--- config.mk ---
export PLATFORM = sky130hd
export DESIGN_NAME = scancode_to_ascii_fifo
export DESIGN_NICKNAME = d
export VERILOG_FILES = /design/src/design/sca_pkg.sv /design/src/design/scancode_to_ascii_fifo.sv
export SDC_FILE = /design/constraint.sdc
export NUM_CORES = 1
export LEC_CHECK = 0
export BUFFER_PORTS_ARGS = -buffer_cell sky130_fd_sc_hd__buf_4
export CAP_MARGIN = 40
export CORE_MARGIN = 2
export CORE_UTILIZATION = 67
export CTS_CLUSTER_DIAMETER = 80
export CTS_CLUSTER_SIZE = 12
export DETAILED_ROUTE_END_ITERATION = 12
export PLACE_DENSITY_LB_ADDON = 0.1
export SLEW_MARGIN = 25
export SYNTH_ARGS = -nofsm -noshare
export SYNTH_HDL_FRONTEND = slang
export SYNTH_SLANG_ARGS = --single-unit
--- constraint.sdc ---
create_clock -name clk -period 28.5 [get_ports clk]
set_input_delay 4.275 -clock clk [delete_from_list [all_inputs] [get_ports clk]]
set_output_delay 4.275 -clock clk [all_outputs]
set_load 0.005 [all_outputs]
--- src/design/sca_pkg.sv ---
package sca_pkg;

  // Default ring buffer depth, a power of two
  localparam int unsigned BUFFER_DEPTH_DEF = 128;

  localparam int unsigned SCAN_W = 8;
  localparam int unsigned CHAR_W = 7;

  // Transaction kind
  typedef enum logic {
    FUNC_SCAN = 1'b0,
    FUNC_READ = 1'b1
  } func_t;

  // Result status codes
  typedef enum logic [2:0] {
    ST_STORED    = 3'd0,
    ST_IGNORED   = 3'd1,
    ST_DROPPED   = 3'd2,
    ST_DELIVERED = 3'd3,
    ST_EMPTY     = 3'd4
  } status_t;

  typedef struct packed {
    func_t             func;
    logic [SCAN_W-1:0] scan_byte;
  } req_t;

  typedef struct packed {
    status_t           status;
    logic [CHAR_W-1:0] char_code;
  } rsp_t;

  // Control characters in the key map
  localparam logic [CHAR_W-1:0] ASCII_ESC = 7'h1B;
  localparam logic [CHAR_W-1:0] ASCII_BS  = 7'h08;
  localparam logic [CHAR_W-1:0] ASCII_TAB = 7'h09;
  localparam logic [CHAR_W-1:0] ASCII_LF  = 7'h0A;

  // Set-1 make code to unshifted ASCII; zero means unmapped
  function automatic logic [CHAR_W-1:0] key_map(input logic [CHAR_W-1:0] code);
    logic [CHAR_W-1:0] ch;
    unique case (code)
      7'd1:    ch = ASCII_ESC;
      7'd2:    ch = 7'h31;
      7'd3:    ch = 7'h32;
      7'd4:    ch = 7'h33;
      7'd5:    ch = 7'h34;
      7'd6:    ch = 7'h35;
      7'd7:    ch = 7'h36;
      7'd8:    ch = 7'h37;
      7'd9:    ch = 7'h38;
      7'd10:   ch = 7'h39;
      7'd11:   ch = 7'h30;
      7'd12:   ch = 7'h2D;
      7'd13:   ch = 7'h3D;
      7'd14:   ch = ASCII_BS;
      7'd15:   ch = ASCII_TAB;
      7'd16:   ch = 7'h71;
      7'd17:   ch = 7'h77;
      7'd18:   ch = 7'h65;
      7'd19:   ch = 7'h72;
      7'd20:   ch = 7'h74;
      7'd21:   ch = 7'h79;
      7'd22:   ch = 7'h75;
      7'd23:   ch = 7'h69;
      7'd24:   ch = 7'h6F;
      7'd25:   ch = 7'h70;
      7'd26:   ch = 7'h5B;
      7'd27:   ch = 7'h5D;
      7'd28:   ch = ASCII_LF;
      7'd30:   ch = 7'h61;
      7'd31:   ch = 7'h73;
      7'd32:   ch = 7'h64;
      7'd33:   ch = 7'h66;
      7'd34:   ch = 7'h67;
      7'd35:   ch = 7'h68;
      7'd36:   ch = 7'h6A;
      7'd37:   ch = 7'h6B;
      7'd38:   ch = 7'h6C;
      7'd39:   ch = 7'h3B;
      7'd40:   ch = 7'h27;
      7'd41:   ch = 7'h60;
      7'd43:   ch = 7'h5C;
      7'd44:   ch = 7'h7A;
      7'd45:   ch = 7'h78;
      7'd46:   ch = 7'h63;
      7'd47:   ch = 7'h76;
      7'd48:   ch = 7'h62;
      7'd49:   ch = 7'h6E;
      7'd50:   ch = 7'h6D;
      7'd51:   ch = 7'h2C;
      7'd52:   ch = 7'h2E;
      7'd53:   ch = 7'h2F;
      7'd55:   ch = 7'h2A;
      7'd57:   ch = 7'h20;
      7'd74:   ch = 7'h2D;
      7'd78:   ch = 7'h2B;
      default: ch = '0;
    endcase
    return ch;
  endfunction

endpackage

--- src/design/scancode_to_ascii_fifo.sv ---
// Scancode to ASCII character FIFO. Each request transaction is either a
// set-1 scancode (func = FUNC_SCAN) or a read (func = FUNC_READ), and each
// produces exactly one response transaction with a status and, on a
// successful read, the oldest buffered character. The block takes one
// request per cycle unless a held response stalls it: pointer compare, key
// map lookup and the store write all happen in the accept cycle, and the
// store's registered read port returns the character in the next cycle,
// together with the response, which sits in a single output register;
// req_ready stays high whenever that register is empty or being drained in
// the same cycle. The buffer holds BUFFER_DEPTH-1 characters. The store
// needs no clearing pass after reset, as only written entries are ever read.
module scancode_to_ascii_fifo
  import sca_pkg::*;
#(
  parameter int unsigned BUFFER_DEPTH = BUFFER_DEPTH_DEF
) (
  input  logic clk,
  input  logic rst,
  input  logic req_valid,
  output logic req_ready,
  input  req_t req,
  output logic rsp_valid,
  input  logic rsp_ready,
  output rsp_t rsp
);

  localparam int unsigned PTR_W = (BUFFER_DEPTH > 2) ? $clog2(BUFFER_DEPTH) : 1;

  logic [CHAR_W-1:0] char_store [BUFFER_DEPTH];

  logic [PTR_W-1:0]  wr_ptr, wr_ptr_next;
  logic [PTR_W-1:0]  rd_ptr, rd_ptr_next;
  logic [CHAR_W-1:0] rd_data;
  status_t           rsp_status, status_next;

  logic              req_fire;
  logic              store_we;
  logic              store_re;
  logic [CHAR_W-1:0] mapped;
  logic [PTR_W-1:0]  wr_ptr_inc;
  logic              buf_empty;
  logic              buf_full;

  // Output register frees up when empty or drained this cycle
  assign req_ready = !rsp_valid || rsp_ready;
  assign req_fire  = req_valid && req_ready;

  assign mapped     = key_map(req.scan_byte[CHAR_W-1:0]);
  assign wr_ptr_inc = wr_ptr + 1'b1;
  assign buf_empty  = (wr_ptr == rd_ptr);
  assign buf_full   = (wr_ptr_inc == rd_ptr);

  // Classify the transaction and decide the pointer moves
  always_comb begin
    status_next = ST_IGNORED;
    store_we    = 1'b0;
    store_re    = 1'b0;
    wr_ptr_next = wr_ptr;
    rd_ptr_next = rd_ptr;
    if (req.func == FUNC_READ) begin
      if (buf_empty) begin
        status_next = ST_EMPTY;
      end else begin
        status_next = ST_DELIVERED;
        store_re    = req_fire;
        if (req_fire) rd_ptr_next = rd_ptr + 1'b1;
      end
    end else if (req.scan_byte[SCAN_W-1] || (mapped == '0)) begin
      status_next = ST_IGNORED;
    end else if (buf_full) begin
      status_next = ST_DROPPED;
    end else begin
      status_next = ST_STORED;
      store_we    = req_fire;
      if (req_fire) wr_ptr_next = wr_ptr_inc;
    end
  end

  // Character store: one write port, one registered read port.
  // A read never targets the slot written in the same cycle.
  always_ff @(posedge clk) begin
    if (store_we) char_store[wr_ptr] <= mapped;
    if (store_re) rd_data <= char_store[rd_ptr];
  end

  // Pointers and response valid
  always_ff @(posedge clk) begin
    if (rst) begin
      wr_ptr    <= '0;
      rd_ptr    <= '0;
      rsp_valid <= 1'b0;
    end else begin
      wr_ptr <= wr_ptr_next;
      rd_ptr <= rd_ptr_next;
      if (req_fire) rsp_valid <= 1'b1;
      else if (rsp_ready) rsp_valid <= 1'b0;
    end
  end

  // Response status; rd_data only moves on a delivering read
  always_ff @(posedge clk) begin
    if (req_fire) rsp_status <= status_next;
  end

  assign rsp.status    = rsp_status;
  assign rsp.char_code = (rsp_status == ST_DELIVERED) ? rd_data : '0;

  // A read on an empty buffer reports empty
  a_empty_read: assert property (@(posedge clk) disable iff (rst)
    (req_fire && req.func == FUNC_READ && wr_ptr == rd_ptr)
      |=> (rsp_valid && rsp.status == ST_EMPTY))
    else $error("empty read did not report empty");

  // A stored character advances the write pointer by one
  a_store_adv: assert property (@(posedge clk) disable iff (rst)
    (req_fire && status_next == ST_STORED)
      |=> (wr_ptr == PTR_W'($past(wr_ptr) + 1'b1)) && $stable(rd_ptr))
    else $error("write pointer did not advance on store");

  // A delivered character advances the read pointer by one
  a_read_adv: assert property (@(posedge clk) disable iff (rst)
    (req_fire && status_next == ST_DELIVERED)
      |=> (rd_ptr == PTR_W'($past(rd_ptr) + 1'b1)) && $stable(wr_ptr))
    else $error("read pointer did not advance on delivery");

endmodule
== Word level (Yosys, flattened, before mapping) ==
Memory sizes are Yosys's and may differ from the RTL's. A register that Yosys moved wholly into a read port is not among the register bits.
Cells that the tools add are included.

* Memory bits (read-only): 896
* Memory bits (writable): 896
* Memories kept: 2
* Output and inout bits: 12
* Register bits after elaboration: 18
* Bits of input ports: 13
* Word-level logic and storage cells: 37

{| class="wikitable"
|+ Memories
! name !! depth !! width !! rd ports !! clocked after memory_dff !! wr ports !! RTL line !! text
|-
| (name not given) || 128 || 7 || 1 || 0 || 0 || sca_pkg.sv:43 || <nowiki>unique case (code)</nowiki>
|-
| char_store || 128 || 7 || 1 || 1 || 1 || scancode_to_ascii_fifo.sv:29 || <nowiki>logic [CHAR_W-1:0] char_store [BUFFER_DEPTH];</nowiki>
|}

* Add/subtract/negate cells: 2
* Equal/unequal tests: 3
* Mux-type cells: 14
* Reduce and logical (&&, ||, !) cells: 8
* Bitwise logic cells: 4

{| class="wikitable"
|+ Operators by type and width
! operator !! number
|-
| adder 7 x 1 -> 7 bit (second input constant) || 2
|-
| equality test 7 bit || 2
|-
| 2-to-1 mux 1 bit || 9
|-
| zero test 7 bit || 1
|-
| 2-to-1 mux 7 bit || 1
|-
| 2-to-1 mux 3 bit || 2
|-
| 2-to-1 mux 2 bit || 2
|-
| inverter 1 bit || 4
|-
| AND reduction 4 bit || 1
|-
| equality test 3 x 2 -> 1 bit (second input constant) || 1
|-
| AND reduction 3 bit || 1
|-
| logical OR 1 bit || 2
|-
| nonzero test 2 bit || 1
|-
| logical AND 1 bit || 1
|-
| zero test 1 bit || 1
|}

== Longest topological paths before layout ==
* Depth after elaboration: 8
* Mapped depth: 12
* Mapped depth without buffers: 9

== Worst setup path after synthesis ==
No wires, ideal clock.

* Path type: in2reg
* From: in req[1] (netlist name)
* To: mem char_store[25][0], enable pin
* Buffers on the path: 2
* Cell stages on the path: 9
* Data arrival time: 11.868 ns
* Path slack: 16.241 ns
* Required time: 28.110 ns
* Setup time: 0.390 ns
* Cell sequence: buf_2 > nand2b_1 > a21oi_1 > a31oi_1 > o32ai_1 > nor4_4 > a21o_1 > buf_2 > nor4_1

* Longest elaborated chain between the ends: 7

{| class="wikitable"
|+ Ends and longest elaborated chain
! item !! RTL line !! text
|-
| start, declared || scancode_to_ascii_fifo.sv:21 || <nowiki>input req_t req,</nowiki>
|-
| memory read (128 x 7 bit) || -- ||
|-
| via mapped[4] || scancode_to_ascii_fifo.sv:39 || <nowiki>logic [CHAR_W-1:0] mapped;</nowiki>
|-
| zero test 7 bit || scancode_to_ascii_fifo.sv:68 || <nowiki>end else if (req.scan_byte[SCAN_W-1] || (mapped == '0)) begin</nowiki>
|-
| logical OR 1 bit || scancode_to_ascii_fifo.sv:68 ||
|-
| 2-to-1 mux 1 bit || scancode_to_ascii_fifo.sv:68 ||
|-
| 2-to-1 mux 1 bit || scancode_to_ascii_fifo.sv:60 || <nowiki>if (req.func == FUNC_READ) begin</nowiki>
|-
| 2-to-1 mux 1 bit || scancode_to_ascii_fifo.sv:82 || <nowiki>if (store_we) char_store[wr_ptr] <= mapped;</nowiki>
|-
| 2-to-1 mux 1 bit (implied by the code) || scancode_to_ascii_fifo.sv:82 ||
|-
| end, declared || scancode_to_ascii_fifo.sv:29 ||
|}

The timed path passes the listed nets, and every way through them passes these cells.

== Worst setup path after layout ==
* From: in rsp_ready
* To: out req_ready

* Longest elaborated chain between the ends: 1

{| class="wikitable"
|+ Ends and longest elaborated chain
! item !! RTL line !! text
|-
| start, declared || scancode_to_ascii_fifo.sv:23 || <nowiki>input logic rsp_ready,</nowiki>
|-
| logical OR 1 bit || scancode_to_ascii_fifo.sv:45 || <nowiki>assign req_ready = !rsp_valid || rsp_ready;</nowiki>
|-
| end, declared || scancode_to_ascii_fifo.sv:20 || <nowiki>output logic req_ready,</nowiki>
|}

No other way between the ends.

==> summary.md <==
| Metric | Value |
|---|---|
| Register area | 0.02752 sq mm |
| Commonest cells post-synth | edfxtp_1 (906), mux4_2 (280), nor3_1 (97) |
| Worst Tran Pin Value | 0.8622 ns |
| Yosys warning total | 0 |
| Pre-antenna DRT Iters | 6 |
| Max-Cap Viols | 0 |
| Net Sw Power | 0.5420 mW |
| Post-Syn Instances | 1747 |
| Port bufs | 24 |
| Reg2reg setup slack | 23.69 ns |
| Part of the power in registers | 0.570 |
| Share of the clock period used by the worst path | 0.3162 |
| GRT Overall Usage | 0.2956 |
| Vias in the first global route | 18.27k |
| Root buffer cell | clkbuf_16 |
| Routed via count | 18.44k |
| Largest net degree at the start of global routing | 117 |
| RSZ-0062 raised after global routing | false |
| Ant. Diodes | 0 |
| CTS H-Tree Depth | 3 |
| Num CTS Buffers | 86 |
| Core area | 0.05509 sq mm |
| Fin crit period | 9.012 ns |
| Run status | complete, no violations |
| Die Width | 239.9 um |
| DRT iter0 DRCs | 2207 |
| Post-DP HPWL | 48240 um |
| Via/cell ratio | 6.871 |
| Worst setup SP type | input pin |
| Post-cts sizing count | 0 |
| PwrDens | 63.51 mW/mm^2 |
| Non-Filler Instances | 2684 |
| I/O pin cnt | 25 |
| Clock sinks | roughly 900 |
| Netlist cell types | 65 |
| Req. time, crit path | 24.23 ns |
| Routed wire per std cell | 30.78 um |
| Clock latency on the worst-skew pair | roughly 0.64 ns |
| Post-synth EDFFs | 906 |
| Sequential share of the synthesized area | 0.7380 |
| WS Path Type | input pin to output port |
| Layout cells sized above 1 | 0.3161 |
| Syn nets | between 1.5k and 2k |
| Yosys reg bits | 921 |
| FILL cells | roughly 3k |
| Synth area leader | edfxtp_1 |
| Synth area leaders | edfxtp_1 (73%), mux4_2 (17%), nor3_1 (1.3%) |
| Initial Util | 0.6766 |
| Ys flop type | edfxtp_1 |
| Pint | between 2 and 2.5 mW |
| Slew Limit Fails | 0 |
| Nets@finish | 1908 |
| Post-synth ARST share | 0 |
| Clock power share | 0.393 |
| TritonCTS clock tree | built |
| Total wire length | 82620 um |
| Drt drc | 0 |
| Hold WC Path Type | flop to flop |
| Max transition margin | 0.4204 |
| Mapped Area | 0.03727 sq mm |
| Grt ovf | 0 |
| Worst vdd ir | 0.00005728 V |
| First-pass GRT wire length | ~120000 um |
| Cell Rows | between 80 and 90 |
| Placed cell count | 2497 |
| Setup violations, final | 0 |
| Post-DRT Antenna Nets | 0 |
| Setup Buffers After CTS | 0 |
| Initial antenna violation count | 1 |
| Max frequency | 111.0 MHz |
| Combinational power share | 0.038 |
| Count leader, synth | edfxtp_1 |
| Final TNS setup | 0 ns |
| Die H | roughly 240 um |
| Area growth from synthesis to layout | 11.57% |
| CP Data Arrival Time | around 4.7 ns |
| Die area | 0.05754 sq mm |
| Final Skew | 0.02478 ns |
| Fin. Hold Viols | 0 |
| Worst-path fanout max | 3 |
| Clk slew on worst S/H paths | 0.06 ns |
| Clk buf depth | 3 |
| Share of Yosys cell area claimed by the top area cell type | 0.7299 |
| Leakage | 13.09 nW |
| CP endpoint kind | output port |
| RD Place Congestion | 0.9136 |
| Syn Area/Cell | 21.34 sq um |
| CTS Hold Bufs | 0 |
| Sw frac | 0.2052 |
| Area taken by multi-input logic gates | 0.009308 sq mm |
==> metrics by stage <==
| step | cell area, sq um | hold slack [ns] | power (mW) | utilization | worst slack [ns] |
|---|---|---|---|---|---|
| 6_report | 41590 | 0.6043 | 2.641 | 0.7548 | 19.49 |
| 5_1_grt | 41590 | 0.6426 | 2.706 | 0.7548 | 19.46 |
| 4_1_cts | 41220 | 0.6047 | 2.654 | 0.7482 | 19.49 |
| 3_5_place_dp | 38770 | 0.5955 | 1.631 | 0.7037 | 19.49 |
| 3_3_place_gp | 38220 | 0.5441 | 1.626 | 0.6937 | 19.52 |
| 2_1_floorplan | 37270 | 0.5366 | 1.594 | - | 16.24 |
==> logic make-up (layout without fill, tap and decap cells) <==
kind of cell             Yosys count  after routing  share of synthesized area
AO/OA/AOI/OAI                     75             75                    0.01527
XOR/XNOR                          19             19                   0.004465
adder cells (fa/ha/maj)           12             12                   0.004028
buffers and inverters            133            322                    0.01789
flip-flops                       921            921                     0.7380
multiplexers                     322            322                     0.1808
AND/OR/NAND/NOR                  265            265                    0.03961
==> layout make-up <==
cell class / count / area share
Inverter: 11 / 0.0009929
Tap cell: 748 / 0.02251
Multi-Input combinational cell: 693 / 0.2238
Timing Repair Buffer: 170 / 0.03195
Sequential cell: 921 / 0.6618
Clock inverter: 7 / 0.002347
Clock buffer: 134 / 0.05659
==> worst paths after layout <==
check,start,endpoint,depth (start not counted)
setup / recovery,rsp_ready,req_ready,3
hold / removal,rsp_valid$_SDFFE_PP0P_,rsp_valid$_SDFFE_PP0P_,2
setup reg to reg,wr_ptr[0]$_SDFFE_PP0P_,char_store[33][4]$_DFFE_PP_,11
hold reg to reg,rsp_valid$_SDFFE_PP0P_,rsp_valid$_SDFFE_PP0P_,2
==> layer usage <==
layer / global-route usage / part of all wire / wire length (um) / up-vias
li1: - / - / - / 7639
met1: 0.4316 / 0.39 / 32220 / 9556
met2: 0.4579 / 0.48 / 39650 / 1085
met3: 0.06797 / 0.10 / 8376 / 161
met4: 0.09072 / 0.029 / 2373 / 0
met5: 0 / 0 / 0 / -
==> critical path, cell delays in order <==
cell	delay (ns)
buf_4	0.11
nand2b_1	0.19
buf_4	0.16
==> power by group through the flow <==
| stage | Clock, mW | Sequential [mW] | Combinational, mW |
|---|---|---|---|
| finish | 1.04 | 1.50 | 0.0995 |
| global route | 1.10 | 1.50 | 0.106 |
| CTS | 1.05 | 1.50 | 0.0975 |
| detailed placement | 0 | 1.53 | 0.0975 |
| global placement | 0 | 1.53 | 0.0919 |
| floorplan | 0 | 1.54 | 0.0571 |
==> flip-flops by register name, summed over array words and instances (netlist names) <==
name,cells
rd_data,7
wr_ptr,7
rsp_status,3
rd_ptr,7
rsp_valid,1
char_store,896
==> cells in the final DEF, fill, tap and decap left out, types with 5 or more instances in the layout <==
cell type / count
inv_1: 10
ha_1: 12
buf_4: 69
nor4_1: 16
a21oi_1: 12
mux2_2: 7
xor2_1: 12
nor3_2: 20
clkbuf_2: 25
nand3_1: 17
nor3_1: 78
a221oi_1: 8
dfxtp_1: 9
nor4_2: 17
o21ai_0: 7
mux2i_1: 33
clkbuf_1: 47
a22o_1: 7
a31oi_1: 5
clkbuf_16: 87
nand2b_1: 15
edfxtp_1: 906
buf_16: 9
and2_1: 8
nand2_1: 25
buf_2: 59
xnor2_1: 7
nor2_1: 29
nor2b_1: 17
buf_12: 6
mux4_2: 280
Power figures use the tool's default switching activity.
